**config.mk**
```make
export PLATFORM = sky130hd
export DESIGN_NAME = json_style_char_tokenizer_core
export DESIGN_NICKNAME = d
export VERILOG_FILES = /design/src/hw/rtl/jtok_pkg.sv /design/src/hw/rtl/json_style_char_tokenizer_core.sv /design/src/hw/rtl/jtok_classify.sv /design/src/hw/rtl/jtok_lexer.sv /design/src/hw/rtl/jtok_rsp_buffer.sv
export SDC_FILE = /design/constraint.sdc
export NUM_CORES = 1
export LEC_CHECK = 0
export BUFFER_PORTS_ARGS = -buffer_cell sky130_fd_sc_hd__buf_2
export CORE_ASPECT_RATIO = 1.75
export CORE_MARGIN = 3
export CORE_UTILIZATION = 50
export CTS_BUF_LIST = sky130_fd_sc_hd__clkbuf_8 sky130_fd_sc_hd__clkbuf_16
export DETAILED_ROUTE_END_ITERATION = 8
export PLACE_DENSITY = 0.7
export SETUP_SLACK_MARGIN = 0.1
export SLEW_MARGIN = 20
export SYNTH_ARGS = -nofsm -noshare
export SYNTH_HDL_FRONTEND = slang
export SYNTH_SLANG_ARGS = --single-unit
```
**constraint.sdc**
```tcl
create_clock -name clock -period 6.07 [get_ports clock]
set_input_delay 0.3035 -clock clock [delete_from_list [all_inputs] [get_ports clock]]
set_output_delay 0.3035 -clock clock [all_outputs]
set_load 0.02 [all_outputs]
```
**src/hw/rtl/jtok_pkg.sv**
```systemverilog
// ----------------------------------------------------------------------------
// jtok_pkg
// Shared types and constants for the character tokenizer: token kinds,
// character codes, byte classification and the result record.
// ----------------------------------------------------------------------------
package jtok_pkg;

   localparam logic [3:0] KIND_UNKNOWN  = 4'd0;
   localparam logic [3:0] KIND_STRING   = 4'd1;
   localparam logic [3:0] KIND_WORD     = 4'd2;
   localparam logic [3:0] KIND_DIGITS   = 4'd3;
   localparam logic [3:0] KIND_DOT      = 4'd4;
   localparam logic [3:0] KIND_COLON    = 4'd5;
   localparam logic [3:0] KIND_SEMI     = 4'd6;
   localparam logic [3:0] KIND_COMMA    = 4'd7;
   localparam logic [3:0] KIND_LBRACE   = 4'd8;
   localparam logic [3:0] KIND_RBRACE   = 4'd9;
   localparam logic [3:0] KIND_LBRACKET = 4'd10;
   localparam logic [3:0] KIND_RBRACKET = 4'd11;
   localparam logic [3:0] KIND_SYMBOL   = 4'd12;
   localparam logic [3:0] KIND_EOF      = 4'd13;

   localparam logic [7:0] CHAR_QUOTE      = 8'h22;
   localparam logic [7:0] CHAR_BACKSLASH  = 8'h5C;
   localparam logic [7:0] CHAR_NEWLINE    = 8'h0A;
   localparam logic [7:0] CHAR_UNDERSCORE = 8'h5F;
   localparam logic [7:0] CHAR_DOT        = 8'h2E;
   localparam logic [7:0] CHAR_COLON      = 8'h3A;
   localparam logic [7:0] CHAR_SEMI       = 8'h3B;
   localparam logic [7:0] CHAR_COMMA      = 8'h2C;
   localparam logic [7:0] CHAR_LBRACE     = 8'h7B;
   localparam logic [7:0] CHAR_RBRACE     = 8'h7D;
   localparam logic [7:0] CHAR_LBRACKET   = 8'h5B;
   localparam logic [7:0] CHAR_RBRACKET   = 8'h5D;

   typedef struct packed {
      logic       is_space;
      logic       is_digit;
      logic       is_word_start;
      logic       is_punct;
      logic       is_quote;
      logic       is_backslash;
      logic       is_newline;
      logic [3:0] single_kind;
   } char_class_type;

   typedef struct packed {
      logic [3:0]  token_kind;
      logic        token_start;
      logic        has_text;
      logic [7:0]  text_byte_out;
      logic [15:0] start_line;
      logic [15:0] start_column;
      logic        unterminated_string;
   } token_type;

endpackage

```
**src/hw/rtl/json_style_char_tokenizer_core.sv**
```systemverilog
// ----------------------------------------------------------------------------
// json_style_char_tokenizer_core
// Streaming tokenizer for JSON-like text, one byte or end mark per request.
// A result is registered in the result buffer before it is offered on the response channel.
// Throughput: one request per cycle while the result buffer has space.
// A two-entry result buffer keeps requests flowing while a result waits.
// Reset (synchronous) sets the mode to idle, clears line/column and empties
// the result buffer.
// ----------------------------------------------------------------------------
module json_style_char_tokenizer_core
   import jtok_pkg::*;
#(
   parameter int POSITION_WIDTH = 16
)
(
   input  logic        clock,
   input  logic        reset,
   input  logic        req_valid,
   output logic        req_ready,
   input  logic [7:0]  req_text_byte_in,
   input  logic        req_end_of_input,
   output logic        rsp_valid,
   input  logic        rsp_ready,
   output logic [3:0]  rsp_token_kind,
   output logic        rsp_token_start,
   output logic        rsp_has_text,
   output logic [7:0]  rsp_text_byte_out,
   output logic [15:0] rsp_start_line,
   output logic [15:0] rsp_start_column,
   output logic        rsp_unterminated_string
);

   logic      accept;
   logic      produce;
   logic      space;
   token_type result;
   token_type rsp_data;

   assign req_ready = space;
   assign accept    = req_valid && space;

   jtok_lexer #(
      .POSITION_WIDTH (POSITION_WIDTH)
   ) u_lexer (
      .clock        (clock),
      .reset        (reset),
      .accept       (accept),
      .text_byte_in (req_text_byte_in),
      .end_of_input (req_end_of_input),
      .produce      (produce),
      .result       (result)
   );

   jtok_rsp_buffer u_rsp_buffer (
      .clock     (clock),
      .reset     (reset),
      .push      (accept && produce),
      .push_data (result),
      .space     (space),
      .rsp_valid (rsp_valid),
      .rsp_ready (rsp_ready),
      .rsp_data  (rsp_data)
   );

   assign rsp_token_kind          = rsp_data.token_kind;
   assign rsp_token_start         = rsp_data.token_start;
   assign rsp_has_text            = rsp_data.has_text;
   assign rsp_text_byte_out       = rsp_data.text_byte_out;
   assign rsp_start_line          = rsp_data.start_line;
   assign rsp_start_column        = rsp_data.start_column;
   assign rsp_unterminated_string = rsp_data.unterminated_string;

endmodule

```
**src/hw/rtl/jtok_classify.sv**
```systemverilog
// ----------------------------------------------------------------------------
// jtok_classify
// Byte classification: whitespace, digit, word start, punctuation and the
// single-character punctuation token kinds.
// ----------------------------------------------------------------------------
module jtok_classify
   import jtok_pkg::*;
(
   input  logic [7:0]     byte_in,
   output char_class_type char_class
);

   logic is_alpha;

   always_comb begin
      is_alpha                 = (byte_in inside {[8'h41:8'h5A], [8'h61:8'h7A]});
      char_class.is_space      = (byte_in inside {8'h20, [8'h09:8'h0D]});
      char_class.is_digit      = (byte_in inside {[8'h30:8'h39]});
      char_class.is_word_start = is_alpha || (byte_in == CHAR_UNDERSCORE);
      char_class.is_punct      = (byte_in inside {[8'h21:8'h7E]}) && !is_alpha
                                 && !char_class.is_digit;
      char_class.is_quote      = (byte_in == CHAR_QUOTE);
      char_class.is_backslash  = (byte_in == CHAR_BACKSLASH);
      char_class.is_newline    = (byte_in == CHAR_NEWLINE);
      case (byte_in)
         CHAR_DOT:      char_class.single_kind = KIND_DOT;
         CHAR_COLON:    char_class.single_kind = KIND_COLON;
         CHAR_SEMI:     char_class.single_kind = KIND_SEMI;
         CHAR_COMMA:    char_class.single_kind = KIND_COMMA;
         CHAR_LBRACE:   char_class.single_kind = KIND_LBRACE;
         CHAR_RBRACE:   char_class.single_kind = KIND_RBRACE;
         CHAR_LBRACKET: char_class.single_kind = KIND_LBRACKET;
         CHAR_RBRACKET: char_class.single_kind = KIND_RBRACKET;
         default:       char_class.single_kind = KIND_UNKNOWN;
      endcase
   end

endmodule

```
**src/hw/rtl/jtok_lexer.sv**
```systemverilog
// ----------------------------------------------------------------------------
// jtok_lexer
// Lexer mode and line/column position registers with the next-state and
// result logic for one request.
// ----------------------------------------------------------------------------
module jtok_lexer
   import jtok_pkg::*;
#(
   parameter int POSITION_WIDTH = 16
)
(
   input  logic      clock,
   input  logic      reset,
   input  logic      accept,
   input  logic [7:0] text_byte_in,
   input  logic      end_of_input,
   output logic      produce,
   output token_type result
);

   typedef enum logic [2:0] {
      MODE_IDLE = 3'd0,
      MODE_STR  = 3'd1,
      MODE_ESC  = 3'd2,
      MODE_DIG  = 3'd3,
      MODE_WORD = 3'd4,
      MODE_UNK  = 3'd5
   } mode_type;

   localparam logic [POSITION_WIDTH-1:0] POS_MAX = '1;

   mode_type                  mode_ff, mode_in;
   logic [POSITION_WIDTH-1:0] line_ff, line_in;
   logic [POSITION_WIDTH-1:0] column_ff, column_in;
   char_class_type            cls;
   logic                      idle_handle;
   logic [15:0]               line_sat, column_sat;

   function automatic logic [15:0] sat16(input logic [POSITION_WIDTH-1:0] v);
      logic [31:0] wide;
      wide = 32'(v);
      sat16 = (wide > 32'h0000_FFFF) ? 16'hFFFF : wide[15:0];
   endfunction

   jtok_classify u_classify (
      .byte_in    (text_byte_in),
      .char_class (cls)
   );

   always_comb begin
      line_sat    = sat16(line_ff);
      column_sat  = sat16(column_ff);
      produce     = 1'b0;
      result      = '0;
      mode_in     = mode_ff;
      line_in     = line_ff;
      column_in   = column_ff;
      idle_handle = 1'b0;

      if (end_of_input) begin
         produce                    = 1'b1;
         result.token_kind          = KIND_EOF;
         result.token_start         = 1'b1;
         result.start_line          = line_sat;
         result.start_column        = column_sat;
         result.unterminated_string = (mode_ff == MODE_STR) || (mode_ff == MODE_ESC);
         mode_in                    = MODE_IDLE;
         line_in                    = '0;
         column_in                  = '0;
      end else begin
         case (mode_ff)
            MODE_STR: begin
               if (cls.is_backslash) begin
                  mode_in = MODE_ESC;
               end else if (cls.is_quote) begin
                  mode_in = MODE_IDLE;
               end else begin
                  produce              = 1'b1;
                  result.token_kind    = KIND_STRING;
                  result.has_text      = 1'b1;
                  result.text_byte_out = text_byte_in;
               end
            end
            MODE_ESC: begin
               produce              = 1'b1;
               result.token_kind    = KIND_STRING;
               result.has_text      = 1'b1;
               result.text_byte_out = text_byte_in;
               mode_in              = MODE_STR;
            end
            MODE_DIG: begin
               if (cls.is_digit) begin
                  produce              = 1'b1;
                  result.token_kind    = KIND_DIGITS;
                  result.has_text      = 1'b1;
                  result.text_byte_out = text_byte_in;
               end else begin
                  mode_in     = MODE_IDLE;
                  idle_handle = 1'b1;
               end
            end
            MODE_WORD, MODE_UNK: begin
               if (cls.is_space) begin
                  mode_in = MODE_IDLE;
               end else begin
                  produce              = 1'b1;
                  result.token_kind    = (mode_ff == MODE_WORD) ? KIND_WORD : KIND_UNKNOWN;
                  result.has_text      = 1'b1;
                  result.text_byte_out = text_byte_in;
               end
            end
            default: begin
               mode_in     = MODE_IDLE;
               idle_handle = 1'b1;
            end
         endcase

         // first byte of a new token
         if (idle_handle && !cls.is_space) begin
            produce              = 1'b1;
            result.token_start   = 1'b1;
            result.has_text      = 1'b1;
            result.text_byte_out = text_byte_in;
            result.start_line    = line_sat;
            result.start_column  = column_sat;
            if (cls.is_quote) begin
               result.token_kind    = KIND_STRING;
               result.has_text      = 1'b0;
               result.text_byte_out = '0;
               mode_in              = MODE_STR;
            end else if (cls.single_kind != KIND_UNKNOWN) begin
               result.token_kind = cls.single_kind;
            end else if (cls.is_digit) begin
               result.token_kind = KIND_DIGITS;
               mode_in           = MODE_DIG;
            end else if (cls.is_word_start) begin
               result.token_kind = KIND_WORD;
               mode_in           = MODE_WORD;
            end else if (cls.is_punct) begin
               result.token_kind = KIND_SYMBOL;
            end else begin
               result.token_kind = KIND_UNKNOWN;
               mode_in           = MODE_UNK;
            end
         end

         if (cls.is_newline) begin
            if (line_ff != POS_MAX) begin
               line_in = line_ff + POSITION_WIDTH'(1);
            end
            column_in = '0;
         end else if (column_ff != POS_MAX) begin
            column_in = column_ff + POSITION_WIDTH'(1);
         end
      end
   end

   always_ff @(posedge clock) begin
      if (reset) begin
         mode_ff   <= MODE_IDLE;
         line_ff   <= '0;
         column_ff <= '0;
      end else if (accept) begin
         mode_ff   <= mode_in;
         line_ff   <= line_in;
         column_ff <= column_in;
      end
   end

endmodule

```
**src/hw/rtl/jtok_rsp_buffer.sv**
```systemverilog
// ----------------------------------------------------------------------------
// jtok_rsp_buffer
// Result register with a skid stage, so a new request is taken while a
// finished result waits on the response channel.
// ----------------------------------------------------------------------------
module jtok_rsp_buffer
   import jtok_pkg::*;
(
   input  logic      clock,
   input  logic      reset,
   input  logic      push,
   input  token_type push_data,
   output logic      space,
   output logic      rsp_valid,
   input  logic      rsp_ready,
   output token_type rsp_data
);

   logic      main_valid_ff, main_valid_in;
   logic      skid_valid_ff, skid_valid_in;
   token_type main_ff, main_in;
   token_type skid_ff, skid_in;
   logic      pop;

   always_comb begin
      pop           = main_valid_ff && rsp_ready;
      main_valid_in = main_valid_ff;
      skid_valid_in = skid_valid_ff;
      main_in       = main_ff;
      skid_in       = skid_ff;
      if (skid_valid_ff) begin
         if (pop) begin
            main_in       = skid_ff;
            skid_valid_in = 1'b0;
         end
      end else if (push) begin
         if (!main_valid_ff || pop) begin
            main_in       = push_data;
            main_valid_in = 1'b1;
         end else begin
            skid_in       = push_data;
            skid_valid_in = 1'b1;
         end
      end else if (pop) begin
         main_valid_in = 1'b0;
      end
   end

   always_ff @(posedge clock) begin
      if (reset) begin
         main_valid_ff <= 1'b0;
         skid_valid_ff <= 1'b0;
      end else begin
         main_valid_ff <= main_valid_in;
         skid_valid_ff <= skid_valid_in;
      end
      main_ff <= main_in;
      skid_ff <= skid_in;
   end

   assign space     = !skid_valid_ff;
   assign rsp_valid = main_valid_ff;
   assign rsp_data  = main_ff;

endmodule

```
; ---- After elaboration in Yosys (flattened, before gate mapping)
; Cells that the tools add are included.
[op_classes]
order_cmp = 10
n_addsub = 2
reduce_logical = 35
muxes = 61
eq_ne = 22
bitwise_logic = 2
[ops]
columns = op, n
row1 = 47-bit two-way mux, 4
row2 = 16-bit two-way mux, 6
row3 = 8-bit by 6-bit == test with 1-bit output (second input constant), 6
row4 = 8-bit by 7-bit == test with 1-bit output (second input constant), 6
row5 = 46-bit two-way mux, 1
row6 = 9-bit two-way mux, 5
row7 = 9-bit case mux with 4 select lines, 1
row8 = 3-bit two-way mux, 11
row9 = 16-bit by 1-bit adder with 16-bit output (second input constant), 2
row10 = 32-bit two-way mux, 1
row11 = 16-bit inequality test (second input constant), 2
row12 = 4-bit case mux with 8 select lines, 1
row13 = 4-bit two-way mux, 7
row14 = 8-bit by 7-bit less-or-equal comparator with 1-bit output (second input constant), 3
row15 = 1-bit two-way mux, 17
row16 = 8-bit by 6-bit >= comparator with 1-bit output (second input constant), 2
row17 = 8-bit by 7-bit >= comparator with 1-bit output (second input constant), 2
row18 = 4-bit case mux with 4 select lines, 1
row19 = 2-bit nonzero test, 7
row20 = 3-bit case mux with 4 select lines, 1
row21 = 3-bit AND reduction, 4
row22 = 1-bit logical AND, 11
row23 = 8-bit by 4-bit == test with 1-bit output (second input constant), 1
row24 = 8-bit by 4-bit >= comparator with 1-bit output (second input constant), 1
row25 = 18 further kinds, 29
[word_totals]
regBits = 131
out_inout_bits = 49
input_bits = 13
word_cells = 151

; ---- Longest topological paths before layout
[depth]
depth_word = 16
mapped_depth = 10
depth_no_buf = 8

; ---- Hierarchy
; Synthesis repeated with hierarchy kept, for this count alone.
[hier_totals]
cells_unflattened = 508
hier_area_um2 = 6356.1
[by_module_without_submodules]
columns = module, seq_area_each_um2, cells_per_inst, instances, area_each_um2
row1 = jtok_rsp_buffer, 2862.7, 160, 1, 3751.1
row2 = jtok_lexer, 700.7, 291, 1, 2215.9
row3 = jtok_classify, 0.0, 55, 1, 376.6
row4 = json_style_char_tokenizer_core, 0.0, 2, 1, 12.5

; ---- Least setup slack after synthesis
; OpenSTA, ideal clock, no wires.
[synth_timing]
kind = register -> register
start = register u_lexer.mode_ff[2]
end = register u_rsp_buffer.main_ff, in the netlist u_rsp_buffer.rsp_data[0], enable pin
n_path_buf = 1
path_slack_ps = 1771
stages_incl_launch_ff = 8
setup_time_ps = 472
arrival_time_ps = 3827
t_required_ps = 5598
period_less_slack_ps = 4299
cell_sequence = dfxtp_1 clkbuf_1 nand2b_1 a211o_1 o22ai_1 o21bai_1 o21ai_0 a22oi_1
[synth_between]
elab_chain_len = 10
word_cells_on_any_way = 16
cone_classes = eq/ne (5) / mux (5) / reduce/logical (6)
[synth_rtl]
columns = element, line
row1 = "start, declared", jtok_lexer.sv:32  ; mode_type mode_ff, mode_in;
row2 = "start signal, assigned", jtok_lexer.sv:164  ; mode_ff <= mode_in;
row3 = 3-bit == test (tied with other cells), jtok_lexer.sv:71  ; case (mode_ff)
row4 = 4-bit OR reduction (no line), n/a
row5 = 1-bit case mux with 2 select lines, jtok_lexer.sv:71
row6 = 1-bit two-way mux, jtok_lexer.sv:60  ; if (end_of_input) begin
row7 = 1-bit logical AND, jtok_lexer.sv:119  ; if (idle_handle && !cls.is_space) begin
row8 = 1-bit two-way mux (*), jtok_lexer.sv:119
row9 = 1-bit two-way mux (*), jtok_lexer.sv:60
row10 = 1-bit logical AND (*), json_style_char_tokenizer_core.sv:57  ; .push (accept && produce),
row11 = 2-bit nonzero test (no line) (*), n/a
row12 = 3-bit AND reduction (no line) (*), n/a
row13 = "end signal, assigned", jtok_rsp_buffer.sv:57  ; main_ff <= main_in;
row14 = "end, declared", jtok_rsp_buffer.sv:21  ; token_type main_ff, main_in;
; Mark *: on every way between the ends. The rest lies on a longest branch, timed or not. The select of a mux whose other input is x is not followed.
; A chain may end at the register's enable or synchronous reset.

; ---- Worst setup path in the final report
[layout_timing]
start = register u_lexer.mode_ff[2]
end = register u_rsp_buffer.main_ff, in the netlist u_rsp_buffer.rsp_data[24], enable pin
; Same word-level chain as after synthesis.

==> impl_metrics.py <==
metrics = {
    "clock_tree": {
        "cts_tree": "built",
        "cts.htree.levels": 4,
        "cts_setup_buffers": 0,
        "cts_hold_buf": 0,
        "cts_root_buf": "clkbuf_16",
        "clock_latency_ns": 0.40,
        "clock_sinks": 131,
        "cts_resized": 0,
        "cts_made_buffers": 17,
        "cts_buffer_depth": 2,
        "clk_pin_slew_ns": 0.06,
    },
    "global_routing": {
        "track_usage_pct": 18.0,
        "grt_max_degree": 48,
        "antenna_found_initial": 0,
        "grt-busiest-layer": "met2",
        "grt_use_met3_pct": 3.89,
        "grt_use_met1_pct": 19.5,
        "overflow": 0,
        "grt_pass1_vias": 4150,
        "use_met2_pct": 32.9,
        "grt_pass1_wl_um": 20200,
    },
    "setup_path": {
        "worst_path_max_delay_cell": "a22oi_2",
        "r2r_slack_ns": 2.87,
        "start_kind": "register",
        "cp_cell_sequence": "nand2b_1 -> a211o_1 -> o22ai_1 -> o21bai_1 -> o21ai_0 -> a22oi_2 -> buf_4",
        "rr_worst_depth": 7,
        "r2r-end": "u_rsp_buffer.rsp_data[24]$_DFFE_PP_",
        "cp_max_fo": 34,
        "worstPathArrival_ns": 3.25,
        "r2r_start": "u_lexer.mode_ff[2]$_SDFFE_PP0P_",
        "critical-path-max-stage-delay_ns": 0.70,
        "cp_data_required_time_ns": 6.12,
        "crit_type": "reg -> reg",
        "worstSetupEndpointType": "register",
    },
    "layout": {
        "fin_cells": 743,
        "insertedDiodeCount": 0,
        "final_nets": 580,
        "fillers": 1030,
        "finish.utilization_pct": 60.1,
        "layout-drive-gt1-share_pct": 30.3,
        "area_delta_synth_final_pct": 16.4,
        "design_area_mm2": 0.00734,
    },
    "worst_hold_path": {
        "holdPathStages": 2,
        "whs_endpoint": "u_rsp_buffer.skid_valid_ff$_SDFF_PP0_",
        "min_from": "rsp_ready",
        "hold_path_class": "in -> reg",
    },
    "synthesis": {
        "synth_edf_count": 94,
        "yosys_warnings": 0,
        "synth_cells": 510,
        "netlist_top_cells_area": "edfxtp_1, dfxtp_1, mux2_4, and2_4, nor2_1",
        "syn_area_mm2": 0.00630,
        "syn-mean-instance-area_um2": 12.4,
        "yosys.area.top_type": "edfxtp_1",
        "synth_seq_area_share_pct": 56.5,
        "ys_ff_latch": 131,
        "yosys.area.top_type_share_pct": 44.8,
        "yosys_most_used_dff": "edfxtp_1",
        "synth_nets": 525,
        "synthDistinctLibCells": 73,
        "async_reset_ff_share_pct": 0,
    },
    "detailed_routing": {
        "wl_per_cell_um": 16.7,
        "antenna_left": 0,
        "drc_errors": 0,
        "totalWireLength_um": 12400,
        "num_vias": 4178,
        "drt_iter0_markers": 265,
        "viasPerCell": 5.62,
        "dr.pass1.iters": 4,
    },
    "power_and_ir_drop": {
        "p_seq_share_pct": 44.6,
        "comb_power_share_pct": 9.6,
        "power.internal_mw": 1.77,
        "p_switching_mw": 0.529,
        "ir_drop_uv": 218,
        "power_mw": 2.30,
        "p_leak_nw": 2.77,
        "clockPowerShare_pct": 45.8,
        "power_density_mw_per_mm2": 314,
        "swShare_pct": 23.0,
    },
    "sta": {
        "finalHoldWorstSlack_ns": 0.125,
        "setup_viol": 0,
        "worst_slack_ns": 2.87,
        "tightest_slew_ns": 1.03,
        "rsz0062_at_grt": "false",
        "fmax_mhz": 313,
        "skew_ns": 0.00846,
        "period_share_pct": 52.7,
        "setup-tns-final_ns": 0,
        "slew_violations": 0,
        "hold_viol": 0,
        "fin_crit_ns": 3.20,
        "slew_headroom_pct": 31.0,
    },
    "placed_design": {
        "dp_hpwl_um": 8600,
        "place_ws_ns": 2.72,
        "dp_cells": 710,
        "io_buffers": 61,
        "place_area_mm2": 0.00670,
        "gp_congestion": 0.895,
    },
    "floorplan": {
        "fp.dieW_um": 90.9,
        "die_y_um": 155,
        "core_mm2": 0.0122,
        "start_util_pct": 51.7,
        "rows": 53,
        "die_area_mm2": 0.0140,
        "io_pins": 62,
    },
    "run_status": {
        "status": "finished, final reports clean",
    },
    "run": {
        "maxCapViolations": 0,
    },
}
registers in the layout, summed over array words and instances, names as in the netlist:
signal                      cells
u_rsp_buffer.rsp_data          47
u_rsp_buffer.skid_ff           47
u_lexer.column_ff              16
u_lexer.line_ff                16
u_lexer.mode_ff                 3
u_rsp_buffer.rsp_valid          1
u_rsp_buffer.skid_valid_ff      1
routing by layer:
metal	part of all wire, %	vias to the layer above
li1	-	2022
met1	40	2020
met2	53	115
met3	4.0	21
met4	2.7	0
met5	0	-
final cells by class:
class / count / area [um2] / area share [%]
clock buffer: 17 / 425 / 5.80
timing repair buffer: 64 / 340 / 4.64
clock inverter: 15 / 190 / 2.59
tap: 165 / 206 / 2.81
multi-input combinational: 343 / 2580 / 35.1
inverter: 8 / 32.5 / 0.443
sequential: 131 / 3560 / 48.6
how the worst max path moves through the flow:
stage                                                from                             endpoint  slack (ns)  cells past startpoint
final                     u_lexer.mode_ff[2]$_SDFFE_PP0P_  u_rsp_buffer.rsp_data[24]$_DFFE_PP_        2.87                      7
after global routing      u_lexer.mode_ff[2]$_SDFFE_PP0P_  u_rsp_buffer.rsp_data[24]$_DFFE_PP_        2.63                      7
after CTS                 u_lexer.mode_ff[2]$_SDFFE_PP0P_  u_rsp_buffer.rsp_data[29]$_DFFE_PP_        2.84                      7
after detailed placement              req_text_byte_in[0]  u_rsp_buffer.rsp_data[44]$_DFFE_PP_        2.72                      8
after global placement                req_text_byte_in[0]   u_rsp_buffer.rsp_data[0]$_DFFE_PP_        2.86                      8
after floorplan           u_lexer.mode_ff[2]$_SDFFE_PP0P_   u_rsp_buffer.rsp_data[0]$_DFFE_PP_        1.77                      7
critical path, delay by kind of cell (launching register included):
family	cells	cell delay, ns
buffers and inverters	1	0.51
and+or+nand+nor	1	0.25
AOI/OAI and AO/OA	5	1.60
DFF	1	0.45
layout by cell type, fill, tap and decap left out, drive strengths merged, types with 4 or more instances in the layout:
cell type and n:
a21oi 15, a22o 5, a22oi 4, a31oi 9
and2 39, and3 9, buf 64, bufinv 4
clkbuf 17, clkinv 5, dfxtp 37, edfxtp 94
inv 12, mux2 36, mux2i 5, nand2 23
nand2b 6, nand3 15, nand4 14, nor2 46
nor2b 7, nor3 11, nor3b 5, o21ai 13
o31ai 4, or3 5, xnor2 7, xor2 12
power by group through the flow:
stage / Clock, mW / Combinational (mW) / Sequential (mW)
floorplan: 0 / 0.119 / 1.09
global placement: 0 / 0.218 / 1.04
detailed placement: 0 / 0.222 / 1.05
CTS: 1.07 / 0.222 / 1.03
global route: 1.10 / 0.238 / 1.03
finish: 1.05 / 0.221 / 1.03
cell families (layout without fill, tap and decap cells):
group | after synthesis | count (layout) | synth area share [%]
compound gates | 83 | 83 | 9.90
xor+xnor | 19 | 19 | 2.64
fa+ha+maj | 2 | 2 | 0.397
buf+inv | 36 | 104 | 2.66
flops | 131 | 131 | 56.5
mux | 41 | 41 | 8.89
simple gates | 198 | 198 | 19.0
synthesized netlist by cell type (5+ instances only):
| master | instances |
|---|---|
| o21ai_0 | 12 |
| nand2_1 | 23 |
| nor2_1 | 44 |
| edfxtp_1 | 94 |
| or3_1 | 5 |
| and3_1 | 9 |
| a21oi_1 | 14 |
| xnor2_1 | 7 |
| and2_1 | 11 |
| inv_1 | 7 |
| nand2b_1 | 6 |
| clkbuf_1 | 20 |
| nand3_1 | 15 |
| nor2b_1 | 6 |
| mux2_2 | 8 |
| nand4_1 | 14 |
| mux2_4 | 28 |
| nor3b_1 | 5 |
| nor3_1 | 10 |
| dfxtp_1 | 37 |
| xor2_1 | 12 |
| a31oi_1 | 8 |
| a22o_1 | 5 |
| mux2i_1 | 5 |
| and2_4 | 28 |
No activity file was read; power rests on OpenSTA's default activity.
